--- src/rtl/form_urlencoded_serializer_top_macros.svh ---
// Assertion macros shared by the form serializer RTL.
`ifndef FORM_URLENCODED_SERIALIZER_TOP_MACROS_SVH
`define FORM_URLENCODED_SERIALIZER_TOP_MACROS_SVH

// Check a condition in the same cycle as its trigger.
`define FUS_ASSERT_SAME(lbl, trig, cond) \
  lbl: assert property (@(posedge clk) disable iff (!rst_n) (trig) |-> (cond)) \
    else $error("fus assertion failed");

// Check a condition in the cycle after its trigger.
`define FUS_ASSERT_NEXT(lbl, trig, cond) \
  lbl: assert property (@(posedge clk) disable iff (!rst_n) (trig) |=> (cond)) \
    else $error("fus assertion failed");

`endif

--- src/rtl/fus_pkg.sv ---
// Types, character codes and encode helpers for the form serializer.
`default_nettype none
package fus_pkg;

  // Item kind codes
  localparam logic [1:0] KIND_NAME  = 2'd0;
  localparam logic [1:0] KIND_VALUE = 2'd1;
  localparam logic [1:0] KIND_DATA  = 2'd2;
  localparam logic [1:0] KIND_END   = 2'd3;

  // Character codes
  localparam logic [7:0] CH_AMP   = 8'h26;
  localparam logic [7:0] CH_EQ    = 8'h3D;
  localparam logic [7:0] CH_PLUS  = 8'h2B;
  localparam logic [7:0] CH_PCT   = 8'h25;
  localparam logic [7:0] CH_SPACE = 8'h20;
  localparam logic [7:0] CH_DASH  = 8'h2D;
  localparam logic [7:0] CH_UNDER = 8'h5F;
  localparam logic [7:0] CH_DOT   = 8'h2E;
  localparam logic [7:0] CH_TILDE = 8'h7E;
  localparam logic [7:0] CH_ZERO  = 8'h30;
  localparam logic [7:0] CH_NINE  = 8'h39;
  localparam logic [7:0] CH_UC_A  = 8'h41;
  localparam logic [7:0] CH_UC_Z  = 8'h5A;
  localparam logic [7:0] CH_LC_A  = 8'h61;
  localparam logic [7:0] CH_LC_Z  = 8'h7A;

  localparam int unsigned MAX_CHARS = 3;

  typedef struct packed {
    logic [1:0] kind;
    logic [7:0] data_byte;
  } in_item_t;

  typedef struct packed {
    logic [7:0] out_char;
    logic       last;
  } out_item_t;

  // Encoded group: up to three characters, first in chars[0]
  typedef struct packed {
    logic [1:0]                 cnt;
    logic [MAX_CHARS-1:0][7:0] chars;
  } enc_group_t;

  // Uppercase hex digit for one nibble
  function automatic logic [7:0] hex_char(input logic [3:0] nib);
    logic [7:0] n8;
    n8 = {4'd0, nib};
    hex_char = (nib < 4'd10) ? (CH_ZERO + n8) : (CH_UC_A + n8 - 8'd10);
  endfunction

  // Unreserved characters go out unchanged
  function automatic logic passes_through(input logic [7:0] b);
    passes_through = (b >= CH_UC_A && b <= CH_UC_Z) || (b >= CH_LC_A && b <= CH_LC_Z) ||
                     (b >= CH_ZERO && b <= CH_NINE) || (b == CH_DASH) ||
                     (b == CH_UNDER) || (b == CH_DOT) || (b == CH_TILDE);
  endfunction

endpackage
`default_nettype wire

--- src/rtl/fus_skid.sv ---
// Two-entry input skid buffer with a registered stall.
`default_nettype none
module fus_skid (
  input  wire logic              clk,
  input  wire logic              rst_n,
  input  wire logic              in_valid,
  output logic                   in_stall,
  input  wire fus_pkg::in_item_t in_data,
  output logic                   head_vld,
  output fus_pkg::in_item_t      head_item,
  input  wire logic              head_pop
);
  import fus_pkg::*;

  logic     main_vld_r, main_vld_nxt;
  logic     skid_vld_r, skid_vld_nxt;
  in_item_t main_r, main_nxt;
  in_item_t skid_r, skid_nxt;
  logic     acc;

  assign in_stall  = skid_vld_r;
  assign acc       = in_valid && !skid_vld_r;
  assign head_vld  = main_vld_r;
  assign head_item = main_r;

  // Refill the head from the skid entry first, then from the input
  always_comb begin
    main_vld_nxt = main_vld_r;
    skid_vld_nxt = skid_vld_r;
    main_nxt     = main_r;
    skid_nxt     = skid_r;
    if (head_pop) begin
      if (skid_vld_r) begin
        main_nxt     = skid_r;
        main_vld_nxt = 1'b1;
        skid_vld_nxt = 1'b0;
      end else begin
        main_nxt     = in_data;
        main_vld_nxt = acc;
      end
    end else if (acc) begin
      if (!main_vld_r) begin
        main_nxt     = in_data;
        main_vld_nxt = 1'b1;
      end else begin
        skid_nxt     = in_data;
        skid_vld_nxt = 1'b1;
      end
    end
  end

  always_ff @(posedge clk) begin
    if (!rst_n) begin
      main_vld_r <= 1'b0;
      skid_vld_r <= 1'b0;
    end else begin
      main_vld_r <= main_vld_nxt;
      skid_vld_r <= skid_vld_nxt;
    end
  end

  // Payload needs no reset
  always_ff @(posedge clk) begin
    main_r <= main_nxt;
    skid_r <= skid_nxt;
  end

endmodule
`default_nettype wire

--- src/rtl/fus_encoder.sv ---
// Encodes one item into a group of up to three characters.
`default_nettype none
module fus_encoder (
  input  wire fus_pkg::in_item_t item,
  input  wire logic              first_pending,
  output fus_pkg::enc_group_t    grp,
  output logic                   first_pending_nxt
);
  import fus_pkg::*;

  always_comb begin
    grp.cnt           = 2'd0;
    grp.chars         = '0;
    first_pending_nxt = first_pending;
    unique case (item.kind)
      KIND_NAME: begin
        // Separator only between fields
        if (first_pending) begin
          first_pending_nxt = 1'b0;
        end else begin
          grp.cnt      = 2'd1;
          grp.chars[0] = CH_AMP;
        end
      end
      KIND_VALUE: begin
        grp.cnt      = 2'd1;
        grp.chars[0] = CH_EQ;
      end
      KIND_DATA: begin
        if (item.data_byte == CH_SPACE) begin
          grp.cnt      = 2'd1;
          grp.chars[0] = CH_PLUS;
        end else if (passes_through(item.data_byte)) begin
          grp.cnt      = 2'd1;
          grp.chars[0] = item.data_byte;
        end else begin
          // Escape as percent plus two hex digits
          grp.cnt      = 2'd3;
          grp.chars[0] = CH_PCT;
          grp.chars[1] = hex_char(item.data_byte[7:4]);
          grp.chars[2] = hex_char(item.data_byte[3:0]);
        end
      end
      KIND_END: begin
        first_pending_nxt = 1'b1;
      end
      default: begin
        first_pending_nxt = first_pending;
      end
    endcase
  end

endmodule
`default_nettype wire

--- src/rtl/fus_emit.sv ---
// Result register: holds one encoded group and sends it one character per beat.
`default_nettype none
module fus_emit (
  input  wire logic                clk,
  input  wire logic                rst_n,
  input  wire logic                ld,
  input  wire fus_pkg::enc_group_t grp,
  output logic                     ld_ok,
  output logic                     out_valid,
  input  wire logic                out_stall,
  output fus_pkg::out_item_t       out_data
);
  import fus_pkg::*;

  `include "form_urlencoded_serializer_top_macros.svh"

  logic [1:0]                cnt_r, cnt_nxt;
  logic [MAX_CHARS-1:0][7:0] ch_r, ch_nxt;
  logic                      beat;

  assign out_valid         = (cnt_r != 2'd0);
  assign beat              = out_valid && !out_stall;
  assign ld_ok             = (cnt_r == 2'd0) || ((cnt_r == 2'd1) && beat);
  assign out_data.out_char = ch_r[0];
  assign out_data.last     = (cnt_r == 2'd1);

  // Load a new group or shift the held one forward
  always_comb begin
    cnt_nxt = cnt_r;
    ch_nxt  = ch_r;
    if (ld) begin
      cnt_nxt = grp.cnt;
      ch_nxt  = grp.chars;
    end else if (beat) begin
      cnt_nxt   = cnt_r - 2'd1;
      ch_nxt[0] = ch_r[1];
      ch_nxt[1] = ch_r[2];
      ch_nxt[2] = ch_r[2];
    end
  end

  always_ff @(posedge clk) begin
    if (!rst_n) begin
      cnt_r <= 2'd0;
    end else begin
      cnt_r <= cnt_nxt;
    end
  end

  always_ff @(posedge clk) begin
    ch_r <= ch_nxt;
  end

  // A full group always opens with the percent sign
  `FUS_ASSERT_SAME(a_pct_head, cnt_r == 2'd3, ch_r[0] == CH_PCT)
  // A taken beat inside a group steps the count down by one
  `FUS_ASSERT_NEXT(a_cnt_step, (cnt_r > 2'd1) && !out_stall, cnt_r == $past(cnt_r) - 2'd1)
  // Never overwrite characters that are still owed
  `FUS_ASSERT_SAME(a_no_clobber, ld, (cnt_r == 2'd0) || ((cnt_r == 2'd1) && !out_stall))

endmodule
`default_nettype wire

--- src/rtl/form_urlencoded_serializer_top.sv ---
// Form-urlencoded serializer: markers and data bytes in, encoded characters out.
//
// Input channel (in_valid / in_stall / in_data): one beat per item; kind picks
// a field-name start, a value start, a data byte or the end of a form.
// Output channel (out_valid / out_stall / out_data): one beat per character;
// last marks the final character caused by an item.
// An item's first character is offered once it has passed the skid head register
// and been loaded into the output register. Throughput: one character per cycle
// at the output register while out_stall is low; a new group loads as the last
// character of the one before is taken, and an escaped byte's group is held until
// its three characters are out. in_stall comes from a register: a two-entry skid
// buffer takes the beat in flight on an output stall, then raises in_stall.
// While out_stall is high the offered character and its last flag hold.
// Reset (rst_n low at a clock edge) empties both buffers and the output
// register and rearms the first-field flag, so the next name start emits no '&'.
`default_nettype none
module form_urlencoded_serializer_top (
  input  wire logic              clk,
  input  wire logic              rst_n,
  input  wire logic              in_valid,
  output logic                   in_stall,
  input  wire fus_pkg::in_item_t in_data,
  output logic                   out_valid,
  input  wire logic              out_stall,
  output fus_pkg::out_item_t     out_data
);
  import fus_pkg::*;

  logic       head_vld;
  in_item_t   head_item;
  logic       head_pop;
  enc_group_t grp;
  logic       first_r, first_nxt, first_enc;
  logic       ld_ok;
  logic       ld;

  fus_skid u_skid (
    .clk       (clk),
    .rst_n     (rst_n),
    .in_valid  (in_valid),
    .in_stall  (in_stall),
    .in_data   (in_data),
    .head_vld  (head_vld),
    .head_item (head_item),
    .head_pop  (head_pop)
  );

  fus_encoder u_enc (
    .item              (head_item),
    .first_pending     (first_r),
    .grp               (grp),
    .first_pending_nxt (first_enc)
  );

  // Items without characters retire at once; others wait for the result slot
  assign head_pop  = head_vld && ((grp.cnt == 2'd0) || ld_ok);
  assign ld        = head_pop && (grp.cnt != 2'd0);
  assign first_nxt = head_pop ? first_enc : first_r;

  always_ff @(posedge clk) begin
    if (!rst_n) begin
      first_r <= 1'b1;
    end else begin
      first_r <= first_nxt;
    end
  end

  fus_emit u_emit (
    .clk       (clk),
    .rst_n     (rst_n),
    .ld        (ld),
    .grp       (grp),
    .ld_ok     (ld_ok),
    .out_valid (out_valid),
    .out_stall (out_stall),
    .out_data  (out_data)
  );

endmodule
`default_nettype wire

--- config.mk ---
export PLATFORM = sky130hd
export DESIGN_NAME = form_urlencoded_serializer_top
export DESIGN_NICKNAME = d
export VERILOG_FILES = /design/src/rtl/fus_pkg.sv /design/src/rtl/fus_skid.sv /design/src/rtl/fus_encoder.sv /design/src/rtl/fus_emit.sv /design/src/rtl/form_urlencoded_serializer_top.sv
export VERILOG_INCLUDE_DIRS = /design/src /design/src/rtl
export SDC_FILE = /design/constraint.sdc
export NUM_CORES = 1
export LEC_CHECK = 0
export BUFFER_PORTS_ARGS = -buffer_cell sky130_fd_sc_hd__buf_2
export CORE_ASPECT_RATIO = 0.8
export CORE_UTILIZATION = 45
export CTS_CLUSTER_DIAMETER = 50
export CTS_CLUSTER_SIZE = 28
export DETAILED_ROUTE_END_ITERATION = 8
export GPL_TIMING_DRIVEN = 0
export SKIP_LAST_GASP = 1
export SLEW_MARGIN = 40
export SYNTH_ARGS = -nofsm -noshare
export SYNTH_HDL_FRONTEND = slang
export SYNTH_SLANG_ARGS = --single-unit
--- constraint.sdc ---
create_clock -name clk -period 7.26 [get_ports clk]
set_input_delay 1.452 -clock clk [delete_from_list [all_inputs] [get_ports clk]]
set_output_delay 1.452 -clock clk [all_outputs]
set_load 0.02 [all_outputs]
==> reports/results.ini, run 1 <==
[outcome]
status = completed

[timing]
grt_setup_unrepaired = no
layout_worst_path_cycle_share = 0.480
setup_viol = 0
finalSetupTns_ns = 0
timing.fmax_mhz = 287
slew_headroom = 0.429
finalHoldViolCount = 0
skew_ns = 0.00963
tightest_slew_ns = 0.835
period_needed_ns = 3.49
slew_violations = 0

[clock_tree]
cts.sinks = 47
clk_pin_slew_ns = 0.09
postCtsHoldBufs = 0
cts_tree = yes
cts_setup_buffers = 0
root_buffer = clkbuf_8
cts_buffer_depth = 2
clk_latency_ns = 0.30
htreeDepth = 2
cts.repair.resized = 0
cts_buffers = 5

[critical_path]
cp-start-kind = register
worst_setup_path_end_kind = register
required_ns = 7.19
arrival_ns = 3.42
critPathKind = reg2reg
cp_max_fo = 10

[final_layout]
syn_to_final_growth_pct = 11.8
final_nets = 297
antenna_cells = 0
drive_above_1_share = 0.264
post-route-util = 0.538

[synth]
synth_seq_cells = 47
synth_nets = 265
synth_ff_type = edfxtp_1
async_flop_share = 0
synth_cell_types = 53
seq_area_frac_synth = 0.504
mappedNetlistArea_sq_um = 2700
synth.top_cell.area_share = 0.467
synthCells = 236
synth_edf_count = 42
yosys.area.top_type = edfxtp_1
synth_common_cells = 42 x edfxtp_1, 19 x nand2_1, 17 x inv_1
ys_warn_count = 0
yosysMostFrequentCell = edfxtp_1
syn_area_per_cell_sq_um = 11.4
ys_top_cells_by_area = edfxtp_1 47%, ha_1 6.9%, mux2_2 6.7%

[floorplan]
ios = 25
start_util = 0.481
die_y_um = 71.3
rows = 24
core_area_sq_um = 5620
die_w_um = 88.6
die_area_sq_um = 6320

[placed_design]
portBuffers = 24
dp_hpwl_um = 3700
place.gp.congestion = 0.875

[power_and_ir_drop]
powerDensity_nw_per_um2 = 255
ir_worst_vdd_mv = 0.115
p_leak_nw = 1.25

[global_route]
grt_max_degree = 15
grtUsageTotal = 0.175
grt_pass1_vias = 1640
grt_pass1_wl_um = 8220
overflow = 0
antenna_found_initial = 0

[route]
drt_pass1_iterations = 4
drt_iter0_drc = 121
post_drt_wl_per_cell_um = 14.3
drt_wl_total_um = 4970
num_vias = 1832
via_per_inst = 5.28
ant_nets = 0
drc_errors = 0

[min_path]
hp-class = reg2reg

[run]
max_cap_viol_count = 0

==> routing by layer <==
layer	vias to the layer above	track usage	wire length (um)
li1	915	-	-
met2	46	0.265	2230
met3	6	0.0380	223
met1	865	0.253	2450
met4	0	0.0484	61
met5	-	0	0
==> layout by cell type, fill, tap and decap left out, types with 3 or more instances in the layout <==
cell type,n
inv_1,17
edfxtp_1,42
nor2b_1,3
ha_1,15
a21oi_1,13
nor2_1,14
buf_4,9
a21o_1,4
nand2_1,19
nor3_1,3
o21ai_0,9
and3_1,6
mux2i_1,7
clkbuf_8,5
buf_2,29
nand2b_1,3
dfxtp_1,5
clkbuf_1,3
mux2_2,16
nand3_1,5
xnor2_1,3
==> sequential cells by signal, summed over array words and instances, names as in the netlist <==
| name | count |
|---|---|
| u_emit.ch_r | 14 |
| u_emit.cnt_r | 2 |
| u_skid.head_vld | 1 |
| u_skid.in_stall | 1 |
| u_emit.out_data | 8 |
| u_skid.skid_r | 10 |
| first_r | 1 |
| u_skid.head_item | 10 |
==> logic make-up after synthesis <==
logic type | synth area share
multiplexers | 0.0968
other | 0.00139
adder cells (fa/ha/maj) | 0.0695
flip-flops | 0.504
AND/OR/NAND/NOR | 0.127
buffers and inverters | 0.0607
XOR/XNOR | 0.00973
AO/OA/AOI/OAI | 0.131
==> report_power, final <==
| group | leakage [nW] | internal, mW | switching [mW] |
|---|---|---|---|
| sequential | 0.428 | 0.349 | 0.0189 |
| combinational | 0.780 | 0.102 | 0.145 |
| clock | 0.0412 | 0.0674 | 0.0882 |
==> path summary, 6_finish.rpt <==
check,slack (ns),depth (start not counted),endpoint,start
max reg2reg,3.77,8,u_skid.skid_r[0]$_DFFE_PP_,u_skid.head_item[1]$_DFFE_PP_
max,3.77,8,u_skid.skid_r[0]$_DFFE_PP_,u_skid.head_item[1]$_DFFE_PP_
min,0.52,2,first_r$_SDFFE_PN1P_,first_r$_SDFFE_PN1P_
min reg2reg,0.52,2,first_r$_SDFFE_PN1P_,first_r$_SDFFE_PN1P_
==> worst max-delay path, stage by stage (launching register included) <==
cell and delay, ns:
edfxtp_1 0.52, inv_1 0.21, ha_1 0.28, nor4b_1 0.35
nand2b_1 0.16, a211oi_1 0.12, nor4_4 0.58, a22oi_1 0.23
nor2_1 0.66
==> cell type report <==
class                   count  area (sq um)
clock inverters             2          12.5
flip-flops and latches     47          1360
plain buffers              16           100
multi-input cells         156          1180
clock buffers               6          72.6
fillers                   499          2600
repair buffers             25           131
well taps                  78          97.6
inverters                  17          63.8
==> stage by stage <==
stage          total power [mW]  instances  hold WS [ns]  cell area [sq um]  setup WS [ns]
5_1_grt                   0.821        347         0.558               3020           3.51
4_1_cts                   0.776        347         0.518               3020           3.75
6_report                  0.771        347         0.520               3020           3.77
3_5_place_dp              0.622        339         0.507               2930           3.77
3_3_place_gp              0.613        338         0.492               2920           3.52
2_1_floorplan             0.554        236         0.473               2700           4.05
Power figures use the tool's default switching activity.
==> inputs of run 2 (changes only) <==
--- a/config.mk
+++ b/config.mk
@@ -13,6 +13,7 @@
 export CTS_CLUSTER_SIZE = 28
 export DETAILED_ROUTE_END_ITERATION = 8
 export GPL_TIMING_DRIVEN = 0
+export PLACE_DENSITY = 0.66
 export SKIP_LAST_GASP = 1
 export SLEW_MARGIN = 40
 export SYNTH_ARGS = -nofsm -noshare
==> constraint.sdc (replaced) <==
create_clock -name clk -period 3.2 [get_ports clk]
set_input_delay 0.64 -clock clk [delete_from_list [all_inputs] [get_ports clk]]
set_output_delay 0.64 -clock clk [all_outputs]
set_load 0.02 [all_outputs]
==> reports/results.ini, run 2 (synthesis results as in run 1) <==
[outcome]
status = completed

[floorplan]
die_w_um = 88.6
die_area_sq_um = 6320
start_util = 0.481
rows = 24
ios = 25
core_area_sq_um = 5620
die_y_um = 71.3

[final_layout]
design_area_sq_um = 3070
syn_to_final_growth_pct = 13.7
antenna_cells = 0
regMostFlops = u_emit.ch_r
final_common_cell = edfxtp_1
drive_above_1_share = 0.293
mostFrequentLayoutCells = 42 x edfxtp_1, 29 x buf_2, 19 x nand2_1
post-route-util = 0.547
largest_reg_flops = 14
final_nets = 301

[power_and_ir_drop]
p_leak_nw = 1.28
p_sw_uw = 573
powerDensity_nw_per_um2 = 573
p_clk_frac = 0.195
internal_power_mw = 1.19
p_sw_frac = 0.325
pwr-share-comb = 0.330
finalPower_mw = 1.76
pwr-share-seq = 0.475
ir_worst_vdd_mv = 0.287

[route]
num_vias = 1853
via_per_inst = 5.28
drc_errors = 0
drt_iter0_drc = 64
drt_wl_total_um = 4930
ant_nets = 0
drt_pass1_iterations = 4
post_drt_wl_per_cell_um = 14.0

[clock_tree]
cts.sinks = 47
cts_tree = yes
htreeDepth = 2
clk_pin_slew_ns = 0.09
root_buffer = clkbuf_8
postCtsHoldBufs = 0
cts_buffers = 5
clk_latency_ns = 0.30
cts_buffer_depth = 2

[timing]
finalSetupTns_ns = 0
slew_headroom = 0.602
layout_worst_path_cycle_share = 0.978
tightest_slew_ns = 0.595
period_needed_ns = 3.13
finalHoldViolCount = 0
slew_violations = 0
grt_setup_unrepaired = yes
setup_viol = 0
skew_ns = 0.00563
setup_ws_ns = 0.0720
timing.fmax_mhz = 320

[placed_design]
dp_slack_ns = -0.288
place.gp.congestion = 0.860
portBuffers = 24
dp_hpwl_um = 3640
post_dp_cell_area_sq_um = 2930

[global_route]
antenna_found_initial = 0
grt_pass1_vias = 1765
grt_max_degree = 15
grt_pass1_wl_um = 8090
overflow = 0
grtUsageTotal = 0.170

[critical_path]
critPathKind = reg2reg
worst_setup_path_end_kind = register
crit_path_start = u_skid.head_item[5]$_DFFE_PP_
required_ns = 3.19
ff2ff_path_depth = 9
cp_max_fo = 10
cp-start-kind = register
arrival_ns = 3.12
r2r_start = u_skid.head_item[5]$_DFFE_PP_
reg2reg_slack_ns = 0.07

[run]
max_cap_viol_count = 0

[min_path]
holdPathStages = 2
hp-class = reg2reg
worstHoldStart = first_r$_SDFFE_PN1P_

==> run 2: metrics by stage <==
stage               hold WS [ns]  std cells
global route               0.514        351
finish                     0.515        351
detailed placement         0.505        339
floorplan                  0.473        236
global placement           0.491        338
CTS                        0.516        348
==> run 2: layer usage <==
metal / global-route usage / share of wire
met1: 0.226 / 0.48
met5: 0 / 0
met2: 0.274 / 0.47
met4: 0.0573 / 0.0095
met3: 0.0392 / 0.040
==> run 2: area by class of cell <==
type	instances	area, sq um
multi-input cells	156	1200
clock inverters	3	15.0
flip-flops and latches	47	1360
inverters	17	63.8
clock buffers	5	68.8
repair buffers	29	161
plain buffers	16	100
fillers	488	2540
well taps	78	97.6
==> run 2: what timing repair did <==
item	CTS	global route
endpoints found under the setup margin	11	36
resized for setup	2	3
pin swaps	1	1
setup buffers	1	3
==> run 2: worst max-delay path: stages (launching register included) <==
cell and delay (ns):
edfxtp_1 0.56, inv_1 0.16, ha_1 0.25, a311o_1 0.36, a211oi_1 0.45, nor4_4 0.08, buf_4 0.17, buf_4 0.13
a22oi_2 0.28, mux2_2 0.37
==> run 2: path summary, 6_finish.rpt <==
kind                                                 endpoint
worst max register to register  u_skid.head_item[0]$_DFFE_PP_
worst min-delay path                     first_r$_SDFFE_PN1P_
worst max-delay path            u_skid.head_item[0]$_DFFE_PP_
worst min register to register           first_r$_SDFFE_PN1P_
==> run 2: power by group through the flow <==
stage	sequential (mW)	combinational, mW	clock (mW)
after floorplan	0.841	0.417	0
after detailed placement	0.851	0.556	0
final	0.836	0.580	0.344
after global placement	0.851	0.533	0
after global routing	0.849	0.648	0.374
after CTS	0.837	0.566	0.354
